**src/design/assert_macros.svh**
```systemverilog
// Assertion macros shared by the design files.
// No dependencies.
`ifndef ASSERT_MACROS_SVH
`define ASSERT_MACROS_SVH

// same-cycle implication, disabled while reset is asserted
`define ASSERT_IMP(label, clk, rst_n, ante, cons) \
	label: assert property (@(posedge clk) disable iff (!rst_n) (ante) |-> (cons)) \
		else $error("assertion failed");

// next-cycle implication, disabled while reset is asserted
`define ASSERT_NXT(label, clk, rst_n, ante, cons) \
	label: assert property (@(posedge clk) disable iff (!rst_n) (ante) |=> (cons)) \
		else $error("assertion failed");

`endif

```
**src/design/dpfrc_pkg.sv**
```systemverilog
// Types and constants of the deduplicating packet FIFO with range count.
// No dependencies.
package dpfrc_pkg;

	localparam int DEF_QUEUE_DEPTH = 64;
	localparam int LIMIT_W = 7;
	localparam int COUNT_W = 7;
	localparam logic [LIMIT_W-1:0] LIMIT_RESET = 7'd64;
	localparam logic [COUNT_W-1:0] COUNT_MAX = 7'd127;

	localparam logic [1:0] CMD_ADD = 2'd0;
	localparam logic [1:0] CMD_FWD = 2'd1;
	localparam logic [1:0] CMD_COUNT = 2'd2;

	typedef struct packed {
		logic [1:0] cmd;
		logic [15:0] in_source;
		logic [15:0] in_destination;
		logic [31:0] in_timestamp;
		logic [31:0] start_time;
		logic [31:0] end_time;
	} req_t;

	typedef struct packed {
		logic added;
		logic out_valid;
		logic [15:0] out_source;
		logic [15:0] out_destination;
		logic [31:0] out_timestamp;
		logic [COUNT_W-1:0] match_count;
	} rsp_t;

	typedef struct packed {
		logic [15:0] source;
		logic [15:0] destination;
		logic [31:0] timestamp;
	} pkt_t;

	typedef struct packed {
		logic clr;
		logic [LIMIT_W-1:0] limit;
	} ctrl_cfg_t;

	typedef enum logic [1:0] {
		ST_IDLE,
		ST_SCAN,
		ST_FINISH
	} state_t;

endpackage

```
**src/design/dpfrc_ram.sv**
```systemverilog
// Generic single-clock RAM, one write port, one read port, registered read.
// No dependencies.
module dpfrc_ram #(
	parameter int WIDTH = 64,
	parameter int DEPTH = 64
) (
	input logic clk,
	input logic we,
	input logic [(DEPTH > 1 ? $clog2(DEPTH) : 1)-1:0] waddr,
	input logic [WIDTH-1:0] wdata,
	input logic re,
	input logic [(DEPTH > 1 ? $clog2(DEPTH) : 1)-1:0] raddr,
	output logic [WIDTH-1:0] rdata
);

	logic [WIDTH-1:0] mem_q [DEPTH];

	always_ff @(posedge clk) begin
		if (we) begin
			mem_q[waddr] <= wdata;
		end
		if (re) begin
			rdata <= mem_q[raddr];
		end
	end

endmodule

```
**src/design/dpfrc_ctrl.sv**
```systemverilog
// Queue controller: pointers, occupancy, slot scan, command sequencing.
// Depends on dpfrc_pkg; drives the slot RAM instanced in the top level.
module dpfrc_ctrl
	import dpfrc_pkg::*;
#(
	parameter int QUEUE_DEPTH = DEF_QUEUE_DEPTH
) (
	input logic clk,
	input logic arst_n,
	input ctrl_cfg_t cfg,
	input logic start,
	input req_t req,
	output logic busy,
	output logic res_valid,
	input logic res_ready,
	output rsp_t res,
	output logic ram_we,
	output logic [(QUEUE_DEPTH > 1 ? $clog2(QUEUE_DEPTH) : 1)-1:0] ram_waddr,
	output pkt_t ram_wdata,
	output logic ram_re,
	output logic [(QUEUE_DEPTH > 1 ? $clog2(QUEUE_DEPTH) : 1)-1:0] ram_raddr,
	input pkt_t ram_rdata
);

	localparam int PTR_W = QUEUE_DEPTH > 1 ? $clog2(QUEUE_DEPTH) : 1;
	localparam int OCC_W = $clog2(QUEUE_DEPTH + 1);
	localparam int CMP_W = OCC_W > LIMIT_W ? OCC_W : LIMIT_W;
	localparam logic [PTR_W-1:0] PTR_LAST = PTR_W'(QUEUE_DEPTH - 1);
	localparam logic [CMP_W-1:0] DEPTH_C = CMP_W'(QUEUE_DEPTH);

	state_t state_q, state_d;
	logic [1:0] cmd_q;
	pkt_t pkt_q;
	logic [31:0] lo_q, hi_q;
	logic [PTR_W-1:0] rp_q, wp_q, scan_ptr_q;
	logic [OCC_W-1:0] occ_q, issued_q, len_q, len_d;
	logic rd_s1;
	logic dup_q;
	logic [COUNT_W-1:0] cnt_q;
	pkt_t fwd_q;
	logic issue, commit, full, match_dup, match_cnt;
	logic [CMP_W-1:0] lim_raw, eff_lim;

	function automatic logic [PTR_W-1:0] next_ptr(input logic [PTR_W-1:0] p);
		return (p == PTR_LAST) ? '0 : p + 1'b1;
	endfunction

	always_comb begin
		lim_raw = CMP_W'(cfg.limit);
		eff_lim = lim_raw;
		if (lim_raw == '0) begin
			eff_lim = CMP_W'(1);
		end else if (lim_raw > DEPTH_C) begin
			eff_lim = DEPTH_C;
		end
	end

	assign full = CMP_W'(occ_q) >= eff_lim;
	assign issue = (state_q == ST_SCAN) && (issued_q != len_q);
	assign match_dup = (ram_rdata == pkt_q);
	assign match_cnt = (ram_rdata.destination == pkt_q.destination)
		&& (ram_rdata.timestamp >= lo_q) && (ram_rdata.timestamp <= hi_q);

	always_comb begin
		unique case (req.cmd)
			CMD_ADD, CMD_COUNT: len_d = occ_q;
			CMD_FWD: len_d = OCC_W'(occ_q != '0);
			default: len_d = '0;
		endcase
	end

	always_comb begin
		state_d = state_q;
		busy = 1'b1;
		res_valid = 1'b0;
		commit = 1'b0;
		unique case (state_q)
			ST_IDLE: begin
				busy = 1'b0;
				if (start) begin
					state_d = ST_SCAN;
				end
			end
			ST_SCAN: begin
				if (!issue) begin
					state_d = ST_FINISH;
				end
			end
			ST_FINISH: begin
				res_valid = 1'b1;
				if (res_ready) begin
					commit = 1'b1;
					state_d = ST_IDLE;
				end
			end
			default: begin
				state_d = ST_IDLE;
			end
		endcase
	end

	always_comb begin
		res = '0;
		unique case (cmd_q)
			CMD_ADD: res.added = !dup_q;
			CMD_FWD: begin
				if (occ_q != '0) begin
					res.out_valid = 1'b1;
					res.out_source = fwd_q.source;
					res.out_destination = fwd_q.destination;
					res.out_timestamp = fwd_q.timestamp;
				end
			end
			CMD_COUNT: res.match_count = cnt_q;
			default: res = '0;
		endcase
	end

	assign ram_re = issue;
	assign ram_raddr = scan_ptr_q;
	assign ram_we = commit && (cmd_q == CMD_ADD) && !dup_q;
	assign ram_waddr = wp_q;
	assign ram_wdata = pkt_q;

	always_ff @(posedge clk or negedge arst_n) begin
		if (!arst_n) begin
			state_q <= ST_IDLE;
			rd_s1 <= 1'b0;
		end else begin
			state_q <= state_d;
			rd_s1 <= issue;
		end
	end

	always_ff @(posedge clk or negedge arst_n) begin
		if (!arst_n) begin
			rp_q <= '0;
			wp_q <= '0;
			occ_q <= '0;
		end else if (cfg.clr) begin
			rp_q <= '0;
			wp_q <= '0;
			occ_q <= '0;
		end else if (commit) begin
			if (ram_we) begin
				wp_q <= next_ptr(wp_q);
				if (full) begin
					rp_q <= next_ptr(rp_q);
				end else begin
					occ_q <= occ_q + 1'b1;
				end
			end else if (cmd_q == CMD_FWD && occ_q != '0) begin
				rp_q <= next_ptr(rp_q);
				occ_q <= occ_q - 1'b1;
			end
		end
	end

	always_ff @(posedge clk) begin
		if (start && state_q == ST_IDLE) begin
			cmd_q <= req.cmd;
			pkt_q <= '{source: req.in_source, destination: req.in_destination,
				timestamp: req.in_timestamp};
			lo_q <= req.start_time;
			hi_q <= req.end_time;
			scan_ptr_q <= rp_q;
			issued_q <= '0;
			len_q <= len_d;
			dup_q <= 1'b0;
			cnt_q <= '0;
		end else begin
			if (issue) begin
				scan_ptr_q <= next_ptr(scan_ptr_q);
				issued_q <= issued_q + 1'b1;
			end
			if (rd_s1) begin
				fwd_q <= ram_rdata;
				if (match_dup) begin
					dup_q <= 1'b1;
				end
				if (match_cnt && cnt_q != COUNT_MAX) begin
					cnt_q <= cnt_q + 1'b1;
				end
			end
		end
	end

endmodule

```
**src/design/dedup_packet_fifo_with_range_count_top.sv**
```systemverilog
// Top level of the deduplicating packet FIFO with range count.
// Depends on dpfrc_pkg, dpfrc_ram, dpfrc_ctrl and assert_macros.svh.
//
// Usage:
//   req channel (req_valid/req_stall/req) takes one command beat: add, forward
//   or count. rsp channel (rsp_valid/rsp_stall/rsp) returns one result beat
//   per command. cfg channel (cfg_valid/cfg_ready/cfg_data) writes the queue
//   limit and empties the queue; write it only while no command is pending.
//   Packets live in one slot RAM; add and count read every queued slot, one
//   slot per cycle, forward reads the oldest slot of a non-empty queue.
//   A command scans its slots in the scan state, then offers its result in the
//   finish state; the result enters the output register once that register
//   is free, and the next command is taken once the controller is back in
//   idle. The scan is serial because the slot RAM has a single read port.
//   Reset empties the queue and sets the limit to 64; slot contents are not
//   cleared. While the receiver stalls, the result waits in the output
//   register and one further command may run; its result then waits until
//   the register frees.
`include "assert_macros.svh"

module dedup_packet_fifo_with_range_count_top
	import dpfrc_pkg::*;
#(
	parameter int QUEUE_DEPTH = DEF_QUEUE_DEPTH
) (
	input logic clk,
	input logic arst_n,
	input logic req_valid,
	output logic req_stall,
	input req_t req,
	output logic rsp_valid,
	input logic rsp_stall,
	output rsp_t rsp,
	input logic cfg_valid,
	output logic cfg_ready,
	input logic [LIMIT_W-1:0] cfg_data
);

	localparam int PTR_W = QUEUE_DEPTH > 1 ? $clog2(QUEUE_DEPTH) : 1;

	logic [LIMIT_W-1:0] limit_q;
	logic rsp_full_q;
	rsp_t rsp_q;
	ctrl_cfg_t cfg;
	logic busy, start, cfg_write;
	logic res_valid, res_ready;
	rsp_t res;
	logic ram_we, ram_re;
	logic [PTR_W-1:0] ram_waddr, ram_raddr;
	pkt_t ram_wdata, ram_rdata;

	assign cfg_ready = !busy;
	assign cfg_write = cfg_valid && cfg_ready;
	assign req_stall = busy || cfg_valid;
	assign start = req_valid && !req_stall;
	assign cfg = '{clr: cfg_write, limit: limit_q};

	always_ff @(posedge clk or negedge arst_n) begin
		if (!arst_n) begin
			limit_q <= LIMIT_RESET;
		end else if (cfg_write) begin
			limit_q <= cfg_data;
		end
	end

	assign res_ready = !rsp_full_q || !rsp_stall;

	always_ff @(posedge clk or negedge arst_n) begin
		if (!arst_n) begin
			rsp_full_q <= 1'b0;
		end else if (res_valid && res_ready) begin
			rsp_full_q <= 1'b1;
		end else if (!rsp_stall) begin
			rsp_full_q <= 1'b0;
		end
	end

	always_ff @(posedge clk) begin
		if (res_valid && res_ready) begin
			rsp_q <= res;
		end
	end

	assign rsp_valid = rsp_full_q;
	assign rsp = rsp_q;

	dpfrc_ctrl #(
		.QUEUE_DEPTH(QUEUE_DEPTH)
	) u_ctrl (
		.clk(clk),
		.arst_n(arst_n),
		.cfg(cfg),
		.start(start),
		.req(req),
		.busy(busy),
		.res_valid(res_valid),
		.res_ready(res_ready),
		.res(res),
		.ram_we(ram_we),
		.ram_waddr(ram_waddr),
		.ram_wdata(ram_wdata),
		.ram_re(ram_re),
		.ram_raddr(ram_raddr),
		.ram_rdata(ram_rdata)
	);

	dpfrc_ram #(
		.WIDTH($bits(pkt_t)),
		.DEPTH(QUEUE_DEPTH)
	) u_slots (
		.clk(clk),
		.we(ram_we),
		.waddr(ram_waddr),
		.wdata(ram_wdata),
		.re(ram_re),
		.raddr(ram_raddr),
		.rdata(ram_rdata)
	);

	`ASSERT_IMP(a_no_rw_overlap, clk, arst_n, ram_we, !ram_re)
	`ASSERT_IMP(a_result_while_busy, clk, arst_n, res_valid, busy)
	`ASSERT_NXT(a_start_busy, clk, arst_n, start, busy)
	`ASSERT_NXT(a_write_ends_cmd, clk, arst_n, ram_we, !busy && rsp_full_q)

endmodule

```
**config.mk**
```make
export PLATFORM = sky130hd
export DESIGN_NAME = dedup_packet_fifo_with_range_count_top
export DESIGN_NICKNAME = d
export VERILOG_FILES = /design/src/design/dpfrc_pkg.sv /design/src/design/dpfrc_ram.sv /design/src/design/dpfrc_ctrl.sv /design/src/design/dedup_packet_fifo_with_range_count_top.sv
export VERILOG_INCLUDE_DIRS = /design/src /design/src/design
export SDC_FILE = /design/constraint.sdc
export NUM_CORES = 2
export LEC_CHECK = 0
export BUFFER_PORTS_ARGS = -buffer_cell sky130_fd_sc_hd__buf_2
export CAP_MARGIN = 20
export CELL_PAD_IN_SITES_DETAIL_PLACEMENT = 0
export CELL_PAD_IN_SITES_GLOBAL_PLACEMENT = 2
export CORE_UTILIZATION = 40
export CTS_BUF_LIST = sky130_fd_sc_hd__clkbuf_8 sky130_fd_sc_hd__clkbuf_16
export CTS_CLUSTER_DIAMETER = 60
export DETAILED_ROUTE_END_ITERATION = 10
export GPL_TIMING_DRIVEN = 0
export PLACE_DENSITY = 0.62
export SLEW_MARGIN = 0
export SYNTH_ARGS = -nofsm -noshare
export SYNTH_HDL_FRONTEND = slang
export SYNTH_SLANG_ARGS = --single-unit
```
**constraint.sdc**
```tcl
create_clock -name clk -period 28.4 [get_ports clk]
set_input_delay 2.84 -clock clk [delete_from_list [all_inputs] [get_ports clk]]
set_output_delay 2.84 -clock clk [all_outputs]
set_load 0.1 [all_outputs]
```
### Yosys cells after proc, flatten, opt, wreduce, memory -nomap -nowiden

Memory sizes are Yosys's and may differ from the RTL's. A register that Yosys moved wholly into a read port is not among the register bits.
Cells that the tools add are included.

* add/subtract/negate cells: 7
* bitwise logic cells: 1
* reductions and logical operators: 35
* order comparisons: 4
* equality and inequality tests: 19
* mux-type cells: 34

Operator list (count)
* two-way mux 6 bit: 13
* two-way mux 65 bit: 1
* equality test 64 bit: 1
* two-way mux 7 bit: 7
* greater-or-equal comparator 32 bit: 1
* less-or-equal comparator 32 bit: 1
* adder 7 x 1 -> 7 bit (second input constant): 3
* adder 6 x 1 -> 6 bit (second input constant): 3
* equality test 6 bit (second input constant): 3
* equality test 16 bit: 1
* one-hot mux 7 bit (2 select lines): 1
* logical AND 1 bit: 11
* AND reduction 2 bit: 5
* AND reduction 3 bit: 3
* two-way mux 1 bit: 8
* greater-or-equal comparator 7 bit: 1
* greater-than comparator 7 bit (second input constant): 1
* zero test 7 bit: 1
* != test 7 bit: 1
* != test 7 bit (second input constant): 1
* nonzero test 7 bit: 1
* subtractor 7 x 1 -> 7 bit (second input constant): 1
* equality test 2 x 1 -> 1 bit (second input constant): 3
* equality test 2 bit (second input constant): 3
* other kinds (13): 25

* bits of input ports: 142
* memory bits (writable): 4096
* output and inout bits: 76
* memories: 1
* bits in registers: 325

Memory list
* u_slots.mem_q: words 64, bits a word 64, rd ports 1, clocked after memory_dff 1, wr ports 1, line dpfrc_ram.sv:16 `logic [WIDTH-1:0] mem_q [DEPTH];`

### Longest topological paths before layout

* word-level depth: 9
* depth in mapped cells: 13

### Modules after synthesis

A second synthesis with hierarchy kept.

* cell total of the unflattened synthesis: 7592
* area, all modules: 171009.0 µm²

Modules (own cells, without submodules)
* dpfrc_ram: area each 156989.3 µm², cells each 6598, instances 1, sequential area each 124919.8 µm²
* dpfrc_ctrl: area each 11467.2 µm², cells each 897, instances 1, sequential area each 7066.8 µm²
* dedup_packet_fifo_with_range_count_top: area each 2552.4 µm², cells each 97, instances 1, sequential area each 2393.5 µm²

### Worst setup path after synthesis

No wires, ideal clock.

* path kind: input to register
* start point: input rsp_stall
* end point: memory u_slots.mem_q[44][0] (enable)
* stages on the path: 5
* buffers on the path: 0
* required time: 27.913 ns
* path slack: 16.736 ns
* arrival: 11.177 ns
* cells stage by stage: a21oi_1 > nand2_1 > nor2_1 > nand3b_1 > nor2_1

* longest elaborated chain between the ends: 8

RTL lines
* start, declared: line dedup_packet_fifo_with_range_count_top.sv:32 `input logic rsp_stall,`
* zero test 1 bit
* logical OR 1 bit: line dedup_packet_fifo_with_range_count_top.sv:66 `assign res_ready = !rsp_full_q || !rsp_stall;`
* two-way mux 1 bit: line dpfrc_ctrl.sv:91 `if (res_ready) begin`
* two-way mux 1 bit: line dpfrc_ctrl.sv:77 `unique case (state_q)`
* logical AND 1 bit (2 in series): line dpfrc_ctrl.sv:121 `assign ram_we = commit && (cmd_q == CMD_ADD) && !dup_q;`
* two-way mux 1 bit: line dpfrc_ram.sv:19 `if (we) begin`
* two-way mux 1 bit (implied by the code): line dpfrc_ram.sv:20 `mem_q[waddr] <= wdata;`
* end, declared: line dpfrc_ram.sv:16

Every way passes these cells.

### Worst setup path after layout

* start point: input cfg_valid
* end point: output req_stall

* longest elaborated chain between the ends: 1

RTL lines
* start, declared: line dedup_packet_fifo_with_range_count_top.sv:34 `input logic cfg_valid,`
* logical OR 1 bit: line dedup_packet_fifo_with_range_count_top.sv:54 `assign req_stall = busy || cfg_valid;`
* end, declared: line dedup_packet_fifo_with_range_count_top.sv:29 `output logic req_stall,`

Every way passes these cells.

==> flow_metrics.tcl <==
set metrics [dict create \
    status "finished clean" \
    vdd_ir_drop_max_uv 75.3 \
    area_delta_synth_final_pct 19.8 \
    routedWlPerCell_um 41.0 \
    cts_buffer_depth 4 \
    die_w_um 657 \
    synth_top_cell_by_area "edfxtp_1" \
    utilization 0.481 \
    period_share 0.224 \
    timing.rr.end "u_slots.rdata[53]" \
    antenna_found_initial 56 \
    power.density_nw_per_um2 100 \
    crit_path_start_kind "input pin" \
    synth_flop_cell "edfxtp_1" \
    vias_per_cell 6.05 \
    syn_nets 8071 \
    drc 0 \
    cp-end-kind "primary output" \
    grtUsageTotal 0.283 \
    power.total_uw 20600 \
    holdWs_ps 476 \
    arrival_ps 3510 \
    drtAntennaViolNets 0 \
    worstMarginPinSlew_ps 1290 \
    path_cells "buf_2, nor3_1, inv_1, buf_2" \
    fin_nets 9208 \
    cts_resized 0 \
    cp.required_ps 25560 \
    cts_setup_buffers 0 \
    final.fill_count 34800 \
    synth_edf_count 4440 \
    clk_latency_ps 1020 \
    slowest_delay_ps 290 \
    cp_max_fo 3 \
    r2r_cells 9 \
    grt_pass1_vias 89000 \
    dp_hpwl_um 442000 \
    netlist_area_um2 172000 \
    yosys.cell_count.top_type "edfxtp_1" \
    die_y_um 657 \
    synth_top_cell_area_share 0.777 \
    rows 240 \
    drtPass1Iterations 6 \
    synth-seq-cells 4485 \
    cpMostUsedCell "buf_2" \
    synth_area_leaders "edfxtp_1 (78%), mux4_2 (12%), mux2i_1 (2.4%)" \
    ys_seq_area_frac 0.783 \
    avgSynthCellArea_um2 21.9 \
    setup_violations 0 \
    io_buffers 217 \
    fmax_ghz 0.158 \
    hold_class "flip-flop to flip-flop" \
    cts_tree "built" \
    drt-total-wl_um 619000 \
    syn_inst 7847 \
    worstSetupPathType "input pin to primary output" \
    grt_pass1_wl_um 815000 \
    p_leak_uw 0.0666 \
    hold_depth 0 \
    grt_max_degree 48 \
    maxCapViolCount 0 \
    gp_congestion 0.843 \
    ctsHoldBuffers 0 \
    ys_types 59 \
    async_flop_share 0.00669 \
    drt_iter0_drc 13400 \
    grt_remaining_overflow 0 \
    drive_gt1_frac 0.273 \
    clk_pin_slew_ps 60 \
    fin_worst_skew_ps 71.2 \
    rrSetupSlack_ps 22330 \
    hold_path_startpoint "u_slots.rdata[38]" \
    relSlewSlack 0.138 \
    fp.dieArea_um2 432000 \
    cts_sinks 4485 \
    totalNegativeSetupSlack_ps 0 \
    finalCriticalPeriod_ps 6350 \
    slowest_stage "buf_2" \
    num_vias 91400 \
    final_cells 15100 \
    worstReg2RegStart "u_ctrl.ram_raddr[2]" \
    yosysWarnings 0 \
    htree_levels 5 \
    coreArea_um2 427000 \
    dp_cells 14200 \
    whs_endpoint "u_ctrl.fwd_q[38]" \
    clockRootBuffer "clkbuf_16" \
    drv_slew 0 \
    initial_core_util 0.402 \
    synthTopCellsByCount "edfxtp_1 (4440), mux4_2 (930), mux2i_1 (413)" \
    rsz0062_at_grt "no" \
    cts_buffers 480 \
    hold_violations 0 \
    io_pins 218 \
]
[cells by family (layout without fill, tap and decap cells)]
logic type               after synthesis  after routing  synth area share
flip-flops                          4485           4485             0.783
multiplexers                        1343           1343             0.146
AO/OA/AOI/OAI                        888            888            0.0335
buffers and inverters                499           2044            0.0142
AND/OR/NAND/NOR                      467            467            0.0133
XOR/XNOR                              83             83           0.00423
adder cells (fa/ha/maj)               82             82           0.00602
other                                  0             27                 0
[flip-flops by register name (all words and copies together), names as in the netlist]
signal and count:
u_ctrl.rd_s1 1, u_ctrl.hi_q 32, u_ctrl.ram_raddr 6, u_ctrl.state_q 2, u_ctrl.ram_waddr 6, u_ctrl.issued_q 7
u_slots.mem_q 4096, u_ctrl.lo_q 32, u_ctrl.ram_wdata 64, limit_q 7, u_ctrl.len_q 7, u_ctrl.cnt_q 7
rsp 73, u_ctrl.rp_q 6, u_ctrl.fwd_q 64, u_ctrl.cmd_q 2, u_ctrl.dup_q 1, rsp_valid 1
u_slots.rdata 64, u_ctrl.occ_q 7
[worst max-delay path, delay by kind of cell]
kind                   cells  cell delay (ps)
AND/OR/NAND/NOR            1              210
buffers and inverters      3              460
[area by class of cell]
class                           count  area (um^2)  area share
Clock buffer                      484        12100      0.0589
Clock inverter                    406         3400      0.0166
Sequential cell                  4485       134000       0.653
Tap cell                         5687         7120      0.0346
Inverter                           80          300     0.00146
Antenna cell                       27         67.6    0.000329
Timing Repair Buffer              655        10700      0.0519
Multi-Input combinational cell   2863        35400       0.172
Buffer                            419         2210      0.0107
[worst max path at each step]
| stage | from | endpoint | slack (ps) | cells past startpoint |
|---|---|---|---|---|
| after floorplan | rsp_stall | u_slots.mem_q[44][0] | 16740 | 5 |
| after global placement | rsp_stall | u_slots.mem_q[43][4] | 2800 | 6 |
| after detailed placement | rsp_stall | u_slots.mem_q[47][0] | 21230 | 9 |
| after CTS | cfg_valid | req_stall | 22030 | 4 |
| after global routing | cfg_valid | req_stall | 21990 | 4 |
| final | cfg_valid | req_stall | 22050 | 4 |
[metrics by stage]
step	setup WS [ps]	area (um^2)
3_3_place_gp	2800	180000
2_1_floorplan	16740	172000
4_1_cts	22030	205000
3_5_place_dp	21230	190000
5_1_grt	21990	206000
6_report	22050	206000
[report_power, final]
part	total, uW	internal (uW)	switching (uW)
clock	6210	3520	2690
combinational	6560	2300	4260
sequential	7820	7540	284
total	20600	13400	7230
[layer usage]
metal,vias to the layer above,track usage,share of wire
met5,-,0,0.00013
met4,12,0.119,0.047
met3,924,0.0502,0.087
met2,4946,0.445,0.47
met1,49900,0.390,0.40
li1,35600,-,-
[layout by cell type (no fill, tap or decap), types with 125 or more instances in the layout]
master	n
edfxtp_1	4440
clkbuf_16	484
buf_2	318
o22ai_1	168
buf_16	152
clkbuf_1	161
inv_1	169
mux4_2	930
mux2i_1	413
o221ai_1	200
a21oi_1	211
nand2_1	127
buf_12	229
clkinv_1	125
Power figures use the tool's default switching activity.
